$ cat src/hdl/ffa_pkg.sv
// ffa_pkg: shared types and codes of the first-fit free-list allocator
// used by ffa_ctrl, ffa_dp and the top level; no dependencies
package ffa_pkg;

    localparam int STATUS_W = 2;

    localparam logic [STATUS_W-1:0] ST_OK      = 2'd0;
    localparam logic [STATUS_W-1:0] ST_NOSPACE = 2'd1;
    localparam logic [STATUS_W-1:0] ST_FULL    = 2'd2;
    localparam logic [STATUS_W-1:0] ST_BADFREE = 2'd3;

    localparam logic MODE_ALLOC = 1'b0;
    localparam logic MODE_FREE  = 1'b1;

    localparam int WA_W = 2;
    localparam logic [WA_W-1:0] WA_IDX  = 2'd0;
    localparam logic [WA_W-1:0] WA_M1   = 2'd1;
    localparam logic [WA_W-1:0] WA_ZERO = 2'd2;

    localparam int WS_W = 3;
    localparam logic [WS_W-1:0] WS_COPY     = 3'd0;
    localparam logic [WS_W-1:0] WS_TRIM     = 3'd1;
    localparam logic [WS_W-1:0] WS_MRG_BOTH = 3'd2;
    localparam logic [WS_W-1:0] WS_MRG_PREV = 3'd3;
    localparam logic [WS_W-1:0] WS_MRG_NXT  = 3'd4;
    localparam logic [WS_W-1:0] WS_NEW      = 3'd5;
    localparam logic [WS_W-1:0] WS_INIT     = 3'd6;

    localparam int IDX_W = 3;
    localparam logic [IDX_W-1:0] IDX_HOLD = 3'd0;
    localparam logic [IDX_W-1:0] IDX_CLR  = 3'd1;
    localparam logic [IDX_W-1:0] IDX_INC  = 3'd2;
    localparam logic [IDX_W-1:0] IDX_DEC  = 3'd3;
    localparam logic [IDX_W-1:0] IDX_CNT  = 3'd4;

    typedef struct packed {
        logic                init;
        logic                load;
        logic                rd;
        logic                rd_m1;
        logic                wr;
        logic [WA_W-1:0]     wr_addr;
        logic [WS_W-1:0]     wr_src;
        logic [IDX_W-1:0]    idx_op;
        logic                pos_ld;
        logic                prev_ld;
        logic                nxt_ld;
        logic                nb_clr;
        logic                cnt_inc;
        logic                cnt_dec;
        logic                res_wr;
        logic                res_alloc;
        logic [STATUS_W-1:0] res_code;
        logic                respond;
    } ffa_cmd_t;

    typedef struct packed {
        logic req_free;
        logic amt_zero;
        logic range_bad;
        logic idx_lt_cnt;
        logic fit;
        logic exact;
        logic off_le_start;
        logic ovl;
        logic prev_adj;
        logic nxt_adj;
        logic full;
        logic rm_more;
        logic ins_more;
    } ffa_stat_t;

endpackage

$ cat src/hdl/first_fit_free_list_allocator_core.sv
// first_fit_free_list_allocator_core: top level of the first-fit free-list allocator
// depends on ffa_pkg, ffa_ctrl and ffa_dp
//
// A request is taken when start is high and busy is low; exactly one result comes back
// later on offset_out, length_out and status with done high for a single cycle, and it
// must be taken in that cycle. Requests are handled one at a time by a state machine
// walking a chunk table with one read port and one write port (one read, one write per
// cycle, registered read). An allocate that exactly fits a chunk removes it by moving
// the later entries down; a free that merges both neighbours does the same, and a free
// that inserts a new chunk moves the later entries up. After reset and after a write of
// total_size made while the controller is idle, the table is rebuilt while busy is
// high; a write made during a request does not rebuild it.
module first_fit_free_list_allocator_core #(
    parameter int MAX_CHUNKS = 16,
    parameter int ADDR_WIDTH = 32
) (
    input  logic        clk,
    input  logic        rst_n,
    input  logic        start,
    output logic        busy,
    input  logic        mode,
    input  logic [31:0] amount,
    input  logic [31:0] start_req,
    input  logic        total_size_we,
    input  logic [31:0] total_size_wdata,
    output logic        done,
    output logic [31:0] offset_out,
    output logic [31:0] length_out,
    output logic [ffa_pkg::STATUS_W-1:0] status
);

    ffa_pkg::ffa_cmd_t  cmd;
    ffa_pkg::ffa_stat_t st;

    ffa_ctrl u_ctrl (
        .clk           (clk),
        .rst_n         (rst_n),
        .start         (start),
        .total_size_we (total_size_we),
        .st            (st),
        .cmd           (cmd),
        .busy          (busy)
    );

    ffa_dp #(
        .MAX_CHUNKS (MAX_CHUNKS),
        .ADDR_WIDTH (ADDR_WIDTH)
    ) u_dp (
        .clk              (clk),
        .rst_n            (rst_n),
        .cmd              (cmd),
        .st               (st),
        .total_size_we    (total_size_we),
        .total_size_wdata (total_size_wdata),
        .mode             (mode),
        .amount           (amount),
        .start_req        (start_req),
        .offset_out       (offset_out),
        .length_out       (length_out),
        .status           (status),
        .done             (done)
    );

endmodule

$ cat src/hdl/ffa_ctrl.sv
// ffa_ctrl: sequencing state machine of the allocator
// depends on ffa_pkg; drives ffa_dp through ffa_cmd_t, reads ffa_stat_t
module ffa_ctrl (
    input  logic              clk,
    input  logic              rst_n,
    input  logic              start,
    input  logic              total_size_we,
    input  ffa_pkg::ffa_stat_t st,
    output ffa_pkg::ffa_cmd_t  cmd,
    output logic              busy
);

    localparam logic [3:0] S_INIT    = 4'd0;
    localparam logic [3:0] S_IDLE    = 4'd1;
    localparam logic [3:0] S_DECODE  = 4'd2;
    localparam logic [3:0] S_A_SCAN  = 4'd3;
    localparam logic [3:0] S_A_CMP   = 4'd4;
    localparam logic [3:0] S_F_SCAN  = 4'd5;
    localparam logic [3:0] S_F_CMP   = 4'd6;
    localparam logic [3:0] S_F_CHK   = 4'd7;
    localparam logic [3:0] S_RM_CHK  = 4'd8;
    localparam logic [3:0] S_RM_RD   = 4'd9;
    localparam logic [3:0] S_RM_WR   = 4'd10;
    localparam logic [3:0] S_INS_CHK = 4'd11;
    localparam logic [3:0] S_INS_WR  = 4'd12;

    logic [3:0] state_reg;
    logic [3:0] state_next;

    assign busy = (state_reg != S_IDLE) || total_size_we;

    always_comb
    begin
        state_next = state_reg;
        cmd        = '0;
        unique case (state_reg)
            S_INIT:
            begin
                cmd.init    = 1'b1;
                cmd.wr      = 1'b1;
                cmd.wr_addr = ffa_pkg::WA_ZERO;
                cmd.wr_src  = ffa_pkg::WS_INIT;
                state_next  = S_IDLE;
            end
            S_IDLE:
            begin
                priority if (total_size_we)
                begin
                    state_next = S_INIT;
                end
                else if (start)
                begin
                    cmd.load   = 1'b1;
                    state_next = S_DECODE;
                end
                else
                begin
                    state_next = S_IDLE;
                end
            end
            S_DECODE:
            begin
                priority if (!st.req_free)
                begin
                    cmd.idx_op = ffa_pkg::IDX_CLR;
                    state_next = S_A_SCAN;
                end
                else if (st.amt_zero)
                begin
                    cmd.res_wr   = 1'b1;
                    cmd.res_code = ffa_pkg::ST_OK;
                    cmd.respond  = 1'b1;
                    state_next   = S_IDLE;
                end
                else if (st.range_bad)
                begin
                    cmd.res_wr   = 1'b1;
                    cmd.res_code = ffa_pkg::ST_BADFREE;
                    cmd.respond  = 1'b1;
                    state_next   = S_IDLE;
                end
                else
                begin
                    cmd.idx_op = ffa_pkg::IDX_CLR;
                    cmd.nb_clr = 1'b1;
                    state_next = S_F_SCAN;
                end
            end
            S_A_SCAN:
            begin
                if (st.idx_lt_cnt)
                begin
                    cmd.rd     = 1'b1;
                    state_next = S_A_CMP;
                end
                else
                begin
                    cmd.res_wr   = 1'b1;
                    cmd.res_code = ffa_pkg::ST_NOSPACE;
                    cmd.respond  = 1'b1;
                    state_next   = S_IDLE;
                end
            end
            S_A_CMP:
            begin
                if (st.fit)
                begin
                    cmd.res_wr    = 1'b1;
                    cmd.res_alloc = 1'b1;
                    cmd.res_code  = ffa_pkg::ST_OK;
                    if (st.exact)
                    begin
                        state_next = S_RM_CHK;
                    end
                    else
                    begin
                        cmd.wr      = 1'b1;
                        cmd.wr_addr = ffa_pkg::WA_IDX;
                        cmd.wr_src  = ffa_pkg::WS_TRIM;
                        cmd.respond = 1'b1;
                        state_next  = S_IDLE;
                    end
                end
                else
                begin
                    cmd.idx_op = ffa_pkg::IDX_INC;
                    state_next = S_A_SCAN;
                end
            end
            S_F_SCAN:
            begin
                if (st.idx_lt_cnt)
                begin
                    cmd.rd     = 1'b1;
                    state_next = S_F_CMP;
                end
                else
                begin
                    state_next = S_F_CHK;
                end
            end
            S_F_CMP:
            begin
                if (st.off_le_start)
                begin
                    cmd.prev_ld = 1'b1;
                    cmd.idx_op  = ffa_pkg::IDX_INC;
                    state_next  = S_F_SCAN;
                end
                else
                begin
                    cmd.nxt_ld = 1'b1;
                    state_next = S_F_CHK;
                end
            end
            S_F_CHK:
            begin
                cmd.res_wr   = 1'b1;
                cmd.res_code = ffa_pkg::ST_OK;
                priority if (st.ovl)
                begin
                    cmd.res_code = ffa_pkg::ST_BADFREE;
                    cmd.respond  = 1'b1;
                    state_next   = S_IDLE;
                end
                else if (st.prev_adj && st.nxt_adj)
                begin
                    cmd.wr      = 1'b1;
                    cmd.wr_addr = ffa_pkg::WA_M1;
                    cmd.wr_src  = ffa_pkg::WS_MRG_BOTH;
                    state_next  = S_RM_CHK;
                end
                else if (st.prev_adj)
                begin
                    cmd.wr      = 1'b1;
                    cmd.wr_addr = ffa_pkg::WA_M1;
                    cmd.wr_src  = ffa_pkg::WS_MRG_PREV;
                    cmd.respond = 1'b1;
                    state_next  = S_IDLE;
                end
                else if (st.nxt_adj)
                begin
                    cmd.wr      = 1'b1;
                    cmd.wr_addr = ffa_pkg::WA_IDX;
                    cmd.wr_src  = ffa_pkg::WS_MRG_NXT;
                    cmd.respond = 1'b1;
                    state_next  = S_IDLE;
                end
                else if (st.full)
                begin
                    cmd.res_code = ffa_pkg::ST_FULL;
                    cmd.respond  = 1'b1;
                    state_next   = S_IDLE;
                end
                else
                begin
                    cmd.pos_ld = 1'b1;
                    cmd.idx_op = ffa_pkg::IDX_CNT;
                    state_next = S_INS_CHK;
                end
            end
            S_RM_CHK:
            begin
                if (st.rm_more)
                begin
                    cmd.idx_op = ffa_pkg::IDX_INC;
                    state_next = S_RM_RD;
                end
                else
                begin
                    cmd.cnt_dec = 1'b1;
                    cmd.respond = 1'b1;
                    state_next  = S_IDLE;
                end
            end
            S_RM_RD:
            begin
                cmd.rd     = 1'b1;
                state_next = S_RM_WR;
            end
            S_RM_WR:
            begin
                cmd.wr      = 1'b1;
                cmd.wr_addr = ffa_pkg::WA_M1;
                cmd.wr_src  = ffa_pkg::WS_COPY;
                state_next  = S_RM_CHK;
            end
            S_INS_CHK:
            begin
                if (st.ins_more)
                begin
                    cmd.rd     = 1'b1;
                    cmd.rd_m1  = 1'b1;
                    state_next = S_INS_WR;
                end
                else
                begin
                    cmd.wr      = 1'b1;
                    cmd.wr_addr = ffa_pkg::WA_IDX;
                    cmd.wr_src  = ffa_pkg::WS_NEW;
                    cmd.cnt_inc = 1'b1;
                    cmd.respond = 1'b1;
                    state_next  = S_IDLE;
                end
            end
            S_INS_WR:
            begin
                cmd.wr      = 1'b1;
                cmd.wr_addr = ffa_pkg::WA_IDX;
                cmd.wr_src  = ffa_pkg::WS_COPY;
                cmd.idx_op  = ffa_pkg::IDX_DEC;
                state_next  = S_INS_CHK;
            end
            default:
            begin
                state_next = S_INIT;
            end
        endcase
    end

    always_ff @(posedge clk or negedge rst_n)
    begin
        if (!rst_n)
        begin
            state_reg <= S_INIT;
        end
        else
        begin
            state_reg <= state_next;
        end
    end

    a_accept_leaves_idle: assert property (@(posedge clk) disable iff (!rst_n)
        (start && !busy) |=> (state_reg != S_IDLE))
        else $error("accepted request did not start");

    a_respond_ends_request: assert property (@(posedge clk) disable iff (!rst_n)
        cmd.respond |=> (state_reg == S_IDLE))
        else $error("response issued before the request finished");

endmodule

$ cat src/hdl/ffa_dp.sv
// ffa_dp: chunk table memory, request registers, compares and result registers
// depends on ffa_pkg; controlled by ffa_ctrl
module ffa_dp #(
    parameter int MAX_CHUNKS = 16,
    parameter int ADDR_WIDTH = 32
) (
    input  logic              clk,
    input  logic              rst_n,
    input  ffa_pkg::ffa_cmd_t  cmd,
    output ffa_pkg::ffa_stat_t st,
    input  logic              total_size_we,
    input  logic [31:0]       total_size_wdata,
    input  logic              mode,
    input  logic [31:0]       amount,
    input  logic [31:0]       start_req,
    output logic [31:0]       offset_out,
    output logic [31:0]       length_out,
    output logic [ffa_pkg::STATUS_W-1:0] status,
    output logic              done
);

    localparam int AW = ADDR_WIDTH;
    localparam int EW = ((ADDR_WIDTH > 32) ? ADDR_WIDTH : 32) + 1;
    localparam int IW = (MAX_CHUNKS > 1) ? $clog2(MAX_CHUNKS) : 1;
    localparam int CW = $clog2(MAX_CHUNKS + 1);
    localparam logic [EW-1:0] ADDR_MASK = {{(EW - AW){1'b0}}, {AW{1'b1}}};
    localparam logic [31:0] TOTAL_RESET = 32'd65536;

    logic [2*AW-1:0] chunk_mem [MAX_CHUNKS];
    logic [2*AW-1:0] rd_data_reg;

    logic [31:0]   total_size_reg;
    logic [CW-1:0] count_reg, count_next;
    logic [CW-1:0] idx_reg, idx_next;
    logic [CW-1:0] pos_reg;
    logic          prev_v_reg, prev_v_next;
    logic          nxt_v_reg, nxt_v_next;
    logic          done_reg;

    logic          req_mode_reg;
    logic [31:0]   req_amount_reg;
    logic [31:0]   req_start_reg;
    logic [AW-1:0] prev_off_reg, prev_len_reg;
    logic [AW-1:0] nxt_off_reg, nxt_len_reg;
    logic [31:0]   res_off_reg, res_len_reg;
    logic [ffa_pkg::STATUS_W-1:0] res_status_reg;

    logic [CW-1:0] idx_m1;
    logic [IW-1:0] rd_addr, wr_addr;
    logic [AW-1:0] wr_off, wr_len;
    logic [EW-1:0] start_x, amt_x, end_x, total_x;
    logic [EW-1:0] rd_off_x, rd_len_x;
    logic [EW-1:0] prev_off_x, prev_len_x, prev_end_x, nxt_off_x, nxt_len_x;

    assign idx_m1   = idx_reg - CW'(1);
    assign rd_addr  = cmd.rd_m1 ? idx_m1[IW-1:0] : idx_reg[IW-1:0];

    assign start_x    = EW'(req_start_reg);
    assign amt_x      = EW'(req_amount_reg);
    assign end_x      = start_x + amt_x;
    assign total_x    = EW'(total_size_reg);
    assign rd_off_x   = EW'(rd_data_reg[2*AW-1:AW]);
    assign rd_len_x   = EW'(rd_data_reg[AW-1:0]);
    assign prev_off_x = EW'(prev_off_reg);
    assign prev_len_x = EW'(prev_len_reg);
    assign prev_end_x = prev_off_x + prev_len_x;
    assign nxt_off_x  = EW'(nxt_off_reg);
    assign nxt_len_x  = EW'(nxt_len_reg);

    always_comb
    begin
        st.req_free     = (req_mode_reg == ffa_pkg::MODE_FREE);
        st.amt_zero     = (req_amount_reg == 32'd0);
        st.range_bad    = (start_x > ADDR_MASK) || (end_x > ADDR_MASK);
        st.idx_lt_cnt   = (idx_reg < count_reg);
        st.fit          = (rd_len_x >= amt_x);
        st.exact        = (rd_len_x == amt_x);
        st.off_le_start = (rd_off_x <= start_x);
        st.ovl          = (prev_v_reg && (prev_end_x > start_x))
                       || (nxt_v_reg && (nxt_off_x < end_x));
        st.prev_adj     = prev_v_reg && (prev_end_x == start_x);
        st.nxt_adj      = nxt_v_reg && (nxt_off_x == end_x);
        st.full         = (count_reg >= CW'(MAX_CHUNKS));
        st.rm_more      = (({1'b0, idx_reg} + (CW + 1)'(1)) < {1'b0, count_reg});
        st.ins_more     = (idx_reg > pos_reg);
    end

    always_comb
    begin
        unique case (cmd.wr_addr)
            ffa_pkg::WA_IDX:  wr_addr = idx_reg[IW-1:0];
            ffa_pkg::WA_M1:   wr_addr = idx_m1[IW-1:0];
            default:          wr_addr = '0;
        endcase
    end

    always_comb
    begin
        unique case (cmd.wr_src)
            ffa_pkg::WS_TRIM:
            begin
                wr_off = AW'(rd_off_x + amt_x);
                wr_len = AW'(rd_len_x - amt_x);
            end
            ffa_pkg::WS_MRG_BOTH:
            begin
                wr_off = prev_off_reg;
                wr_len = AW'(prev_len_x + amt_x + nxt_len_x);
            end
            ffa_pkg::WS_MRG_PREV:
            begin
                wr_off = prev_off_reg;
                wr_len = AW'(prev_len_x + amt_x);
            end
            ffa_pkg::WS_MRG_NXT:
            begin
                wr_off = AW'(start_x);
                wr_len = AW'(nxt_len_x + amt_x);
            end
            ffa_pkg::WS_NEW:
            begin
                wr_off = AW'(start_x);
                wr_len = AW'(amt_x);
            end
            ffa_pkg::WS_INIT:
            begin
                wr_off = '0;
                wr_len = AW'(total_x);
            end
            default:
            begin
                wr_off = rd_data_reg[2*AW-1:AW];
                wr_len = rd_data_reg[AW-1:0];
            end
        endcase
    end

    always_ff @(posedge clk)
    begin
        if (cmd.wr)
        begin
            chunk_mem[wr_addr] <= {wr_off, wr_len};
        end
        if (cmd.rd)
        begin
            rd_data_reg <= chunk_mem[rd_addr];
        end
    end

    always_comb
    begin
        unique case (cmd.idx_op)
            ffa_pkg::IDX_CLR: idx_next = '0;
            ffa_pkg::IDX_INC: idx_next = idx_reg + CW'(1);
            ffa_pkg::IDX_DEC: idx_next = idx_m1;
            ffa_pkg::IDX_CNT: idx_next = count_reg;
            default:          idx_next = idx_reg;
        endcase

        priority if (cmd.init)
        begin
            count_next = (total_size_reg != 32'd0) ? CW'(1) : '0;
        end
        else if (cmd.cnt_inc)
        begin
            count_next = count_reg + CW'(1);
        end
        else if (cmd.cnt_dec)
        begin
            count_next = count_reg - CW'(1);
        end
        else
        begin
            count_next = count_reg;
        end

        prev_v_next = cmd.nb_clr ? 1'b0 : (cmd.prev_ld ? 1'b1 : prev_v_reg);
        nxt_v_next  = cmd.nb_clr ? 1'b0 : (cmd.nxt_ld ? 1'b1 : nxt_v_reg);
    end

    always_ff @(posedge clk or negedge rst_n)
    begin
        if (!rst_n)
        begin
            total_size_reg <= TOTAL_RESET;
            count_reg      <= '0;
            idx_reg        <= '0;
            pos_reg        <= '0;
            prev_v_reg     <= 1'b0;
            nxt_v_reg      <= 1'b0;
            done_reg       <= 1'b0;
        end
        else
        begin
            if (total_size_we)
            begin
                total_size_reg <= total_size_wdata;
            end
            count_reg  <= count_next;
            idx_reg    <= idx_next;
            if (cmd.pos_ld)
            begin
                pos_reg <= idx_reg;
            end
            prev_v_reg <= prev_v_next;
            nxt_v_reg  <= nxt_v_next;
            done_reg   <= cmd.respond;
        end
    end

    always_ff @(posedge clk)
    begin
        if (cmd.load)
        begin
            req_mode_reg   <= mode;
            req_amount_reg <= amount;
            req_start_reg  <= start_req;
        end
        if (cmd.prev_ld)
        begin
            prev_off_reg <= rd_data_reg[2*AW-1:AW];
            prev_len_reg <= rd_data_reg[AW-1:0];
        end
        if (cmd.nxt_ld)
        begin
            nxt_off_reg <= rd_data_reg[2*AW-1:AW];
            nxt_len_reg <= rd_data_reg[AW-1:0];
        end
        if (cmd.res_wr)
        begin
            res_off_reg    <= cmd.res_alloc ? rd_off_x[31:0] : 32'd0;
            res_len_reg    <= cmd.res_alloc ? req_amount_reg : 32'd0;
            res_status_reg <= cmd.res_code;
        end
    end

    assign offset_out = res_off_reg;
    assign length_out = res_len_reg;
    assign status     = res_status_reg;
    assign done       = done_reg;

    a_count_in_range: assert property (@(posedge clk) disable iff (!rst_n)
        count_reg <= CW'(MAX_CHUNKS))
        else $error("chunk count beyond table depth");

    a_insert_has_room: assert property (@(posedge clk) disable iff (!rst_n)
        cmd.cnt_inc |-> (count_reg < CW'(MAX_CHUNKS)))
        else $error("insert into a full table");

    a_remove_not_empty: assert property (@(posedge clk) disable iff (!rst_n)
        cmd.cnt_dec |-> (count_reg != '0))
        else $error("remove from an empty table");

    a_done_single: assert property (@(posedge clk) disable iff (!rst_n)
        done_reg |=> !done_reg)
        else $error("result strobe held for more than one cycle");

endmodule

$ cat config.mk
export PLATFORM = sky130hd
export DESIGN_NAME = first_fit_free_list_allocator_core
export DESIGN_NICKNAME = d
export VERILOG_FILES = /design/src/hdl/ffa_pkg.sv /design/src/hdl/first_fit_free_list_allocator_core.sv /design/src/hdl/ffa_ctrl.sv /design/src/hdl/ffa_dp.sv
export SDC_FILE = /design/constraint.sdc
export NUM_CORES = 2
export LEC_CHECK = 0
export ABC_AREA = 1
export BUFFER_PORTS_ARGS = -buffer_cell sky130_fd_sc_hd__buf_2
export CAP_MARGIN = 10
export CORE_AREA = 2 2 443 445
export DETAILED_ROUTE_END_ITERATION = 12
export DIE_AREA = 0 0 445 447
export SLEW_MARGIN = 10
export SYNTH_ARGS = -nofsm -noshare
export SYNTH_HDL_FRONTEND = slang
export SYNTH_SLANG_ARGS = --single-unit
$ cat constraint.sdc
create_clock -name clk -period 10.7 [get_ports clk]
set_input_delay 2.14 -clock clk [delete_from_list [all_inputs] [get_ports clk]]
set_output_delay 2.14 -clock clk [all_outputs]
set_load 0.05 [all_outputs]
==> implementation parameters <==
Parameter                              Value

Global routing
  Global-route wire length before repair ... about 330 mm
  Largest net degree at the start of global routing ... 217
  Total global routing overflow ... 0
  Antenna violations before repair ... 22
  Total routing usage reported by global routing ... 0.227
  Number of global-route vias before repair ... 47700

Clock network
  Clock tree root buffer cell ... clkbuf_16
  H-tree Lvls ... 4
  Clock-pin slew on the worst setup and hold paths ... roughly 0.06 ns
  Post-cts sizing count ... 0
  Number of hold buffers added after cts ... 0
  Post-CTS setup repair buffer count ... 0
  CTS tree ... done
  Number of sinks handled by clock tree synthesis ... 1401
  Clock network latency to the later pin of the worst-skew pair ... between 0.8 and 0.9 ns
  Number of buffers on the longest clock path ... 3
  Total clock buffers created by CTS ... between 100 and 150

Power and ir drop
  Worst ir drop on vdd ... 0.181 mV
  Overall power ... 21.9 mW
  Reported leakage power ... 27.5 nW
  Sw power ... between 8 and 9 mW
  Internal portion of total power ... between 10 and 15 mW
  Gate power share ... 0.375
  Sw frac ... 0.410
  Fraction of power consumed by sequential logic ... 0.397
  Power share of the clock group ... 0.228
  Power density normalized to cell area ... around 290 nW/um^2

Run status
  Result of the run ... finished, final reports clean

Yosys
  Proportion of synthesized flip-flops having asynchronous set or reset ... 0.0385
  Sequential element share of the synthesized area ... 0.619
  Net Count, Synth ... roughly 6500
  Total number of yosys warnings ... 0
  EDFF count, synth ... roughly 1300
  Number of library cell types mapped by synthesis ... 65
  Cell Area, Synth ... roughly 68000 um^2
  Number of synthesized register bits ... 1401
  Prevailing post-synth register cell ... edfxtp_1
  Post-Syn Instances ... 6069
  Synthesized area per cell ... around 11 um^2

Critical path
  R2r worst-path depth ... 40
  Critical path arrival ... between 9 and 10 ns
  CP peak stage delay ... around 0.92 ns
  Slowest cell on the critical path ... a21oi_1
  Startpoint class of the critical path ... flip-flop
  Endpoint kind of the worst setup timing path ... flip-flop
  Worst Setup Path Type ... flip-flop to flip-flop
  End of the worst register-to-register path ... u_dp.chunk_mem[10][28]$_DFFE_PP_
  Crit Reg-Reg Startpoint ... u_dp.req_amount_reg[2]$_DFFE_PP_
  Most frequent CP cell ... nand2_1
  Maximum fanout encountered on the critical timing path ... 33
  Worst reg2reg setup slack ... approximately 1.9 ns
  Required arrival time at the worst endpoint ... between 10 and 15 ns

Hold path
  HP Start ... u_dp.pos_reg[1]$_DFFE_PN0P_
  Path type of the worst min-delay path ... flip-flop to flip-flop
  Number of instances on the worst hold path ... 2
  Worst hold endpoint ... u_dp.pos_reg[1]$_DFFE_PN0P_

Floorplanning
  Die Ht ... roughly 450 um
  X dimension of the die ... approximately 450 um
  Initial cell density of the core ... 0.348
  Rows ... 162
  Die Area ... ~200000 um^2
  Core ar. ... around 190000 um^2
  # IOs ... about 170

Route
  Antenna violation net count after detailed routing ... 0
  Total wire length ... between 200 and 250 mm
  Via-per-instance ratio ... 5.61
  Drt wl/cell ... 26.1 um
  DRC ... 0
  Number of vias after detailed routing ... 49800
  Drt first-iter violations ... 6233
  DRT Pass-1 Iters ... 5

STA
  TNS Setup ... 0 ns
  Period Utilization, post-route ... 0.824
  Max-Slew Margin vs Limit ... 0.196
  Unrepaired setup endpoints after global routing ... no
  Number of pins exceeding their max-slew limit in the final report ... 0
  Tmin final ... slightly below 9 ns
  Count of final setup violators ... 0
  Hold Fails Final Rpt ... 0
  Maximum clock skew at final layout ... 0.0540 ns
  Fin worst setup slack ... 1.89 ns
  Upper clock frequency limit ... around 110 MHz
  Transition at the pin with the smallest max-transition slack ... roughly 1.2 ns

Place
  Post-detailed-placement half-perimeter wirelength ... roughly 150 mm
  Cell total after placement ... 8617
  Routability Congestion ... between 0.9 and 1
  IO buf count ... about 170
  Setup WS pre-CTS ... ~2.1 ns

Finish
  Proportion of layout cells with a drive suffix above 1 ... 0.0933
  Most common cell after layout, fill and taps aside ... edfxtp_1
  Final layout net count ... about 6600
  Commonest non-fill, non-tap cells in the layout ... edfxtp_1, nor2_1, nand2_1, o21ai_0, inv_1
  Max reg flops ... between 1000 and 1500
  Layout Utilization ... 0.393
  Layout Area Growth over Synthesis ... 12.9%
  Post-layout instance count excluding filler cells ... roughly 8900

Flow run
  Number of max-capacitance violations reported ... 0
-- worst max path at each step --
stage / slack [ns] / to / start
after floorplan: 3.61 / u_dp.chunk_mem[10][0]$_DFFE_PP_ / u_dp.req_amount_reg[2]$_DFFE_PP_
after global placement: 2.24 / u_dp.chunk_mem[2][28]$_DFFE_PP_ / u_dp.req_amount_reg[2]$_DFFE_PP_
after detailed placement: 2.14 / u_dp.chunk_mem[3][28]$_DFFE_PP_ / u_dp.req_amount_reg[2]$_DFFE_PP_
after CTS: 2.07 / u_dp.chunk_mem[10][28]$_DFFE_PP_ / u_dp.req_amount_reg[2]$_DFFE_PP_
after global routing: 1.20 / u_dp.chunk_mem[10][28]$_DFFE_PP_ / u_dp.req_amount_reg[2]$_DFFE_PP_
final: 1.89 / u_dp.chunk_mem[10][28]$_DFFE_PP_ / u_dp.req_amount_reg[2]$_DFFE_PP_
-- layer usage --
metal  global-route usage  vias up  part of all wire
met4               0.0875        0             0.039
met3               0.0327      392             0.081
met5                    0        -                 0
li1                     -    22400                 -
met2                0.359     2326              0.45
met1                0.316    24700              0.42
-- worst max-delay path, delay by kind of cell, from the launching register on --
family / cells / cell delay, ns
AO/OA/AOI/OAI: 9 / 2.66
XOR/XNOR: 1 / 0.10
adder cells (fa/ha/maj): 3 / 1.09
buffers and inverters: 4 / 0.99
flip-flops: 1 / 0.53
AND/OR/NAND/NOR: 23 / 3.05
-- synth_stat cells (11+ instances only) --
cell,n,area (um^2)
buf_2,49,245
nand4_1,51,319
o21ai_0,661,3310
a21oi_1,287,1440
a21o_1,18,135
nor2_1,837,3140
nand2_1,727,2730
dfrtp_1,53,1330
o21a_1,12,90.1
xor2_1,101,885
nor4_1,28,175
o21ai_1,56,280
o21bai_1,27,203
o22ai_1,97,607
nor3_1,38,190
or2_2,11,68.8
nand3_1,167,836
clkbuf_1,193,724
o211ai_1,114,856
a31oi_1,21,131
buf_6,11,124
xnor2_1,70,613
a22oi_1,29,218
edfxtp_1,1347,40400
inv_1,394,1480
nand2_2,13,81.3
or2_0,25,156
ha_1,310,3880
o221ai_1,201,1760
inv_2,18,67.6
-- final cells by class --
class | instances | area, um^2
fill | 18700 | 118000
sequential | 1401 | 41800
multi-input combinational | 3990 | 23200
clock buffer | 185 | 3890
tap | 2542 | 3180
timing repair buffer | 273 | 1770
inverter | 414 | 1580
clock inverter | 74 | 759
antenna | 7 | 17.5
-- through the flow --
stage / hold slack [ns] / cell area, um^2
floorplan: 0.459 / 67500
global placement: 0.478 / 71500
detailed placement: 0.479 / 71500
CTS: 0.493 / 76200
global route: 0.520 / 76200
finish: 0.490 / 76200
-- cells by family after synthesis --
family                   share of synthesized area
XOR/XNOR                                    0.0222
AND/OR/NAND/NOR                              0.119
adder cells (fa/ha/maj)                     0.0595
AO/OA/AOI/OAI                                0.140
flip-flops                                   0.619
buffers and inverters                       0.0400
multiplexers                              0.000167
-- power by group through the flow --
stage	Sequential, mW	Combinational, mW	Clock (mW)
floorplan	8.71	4.92	0
finish	8.71	8.21	5.00
global placement	8.78	7.96	0
global route	8.73	8.94	5.28
detailed placement	8.79	8.06	0
CTS	8.68	8.10	5.08
Note: power is estimated with default switching activity, not from simulation.
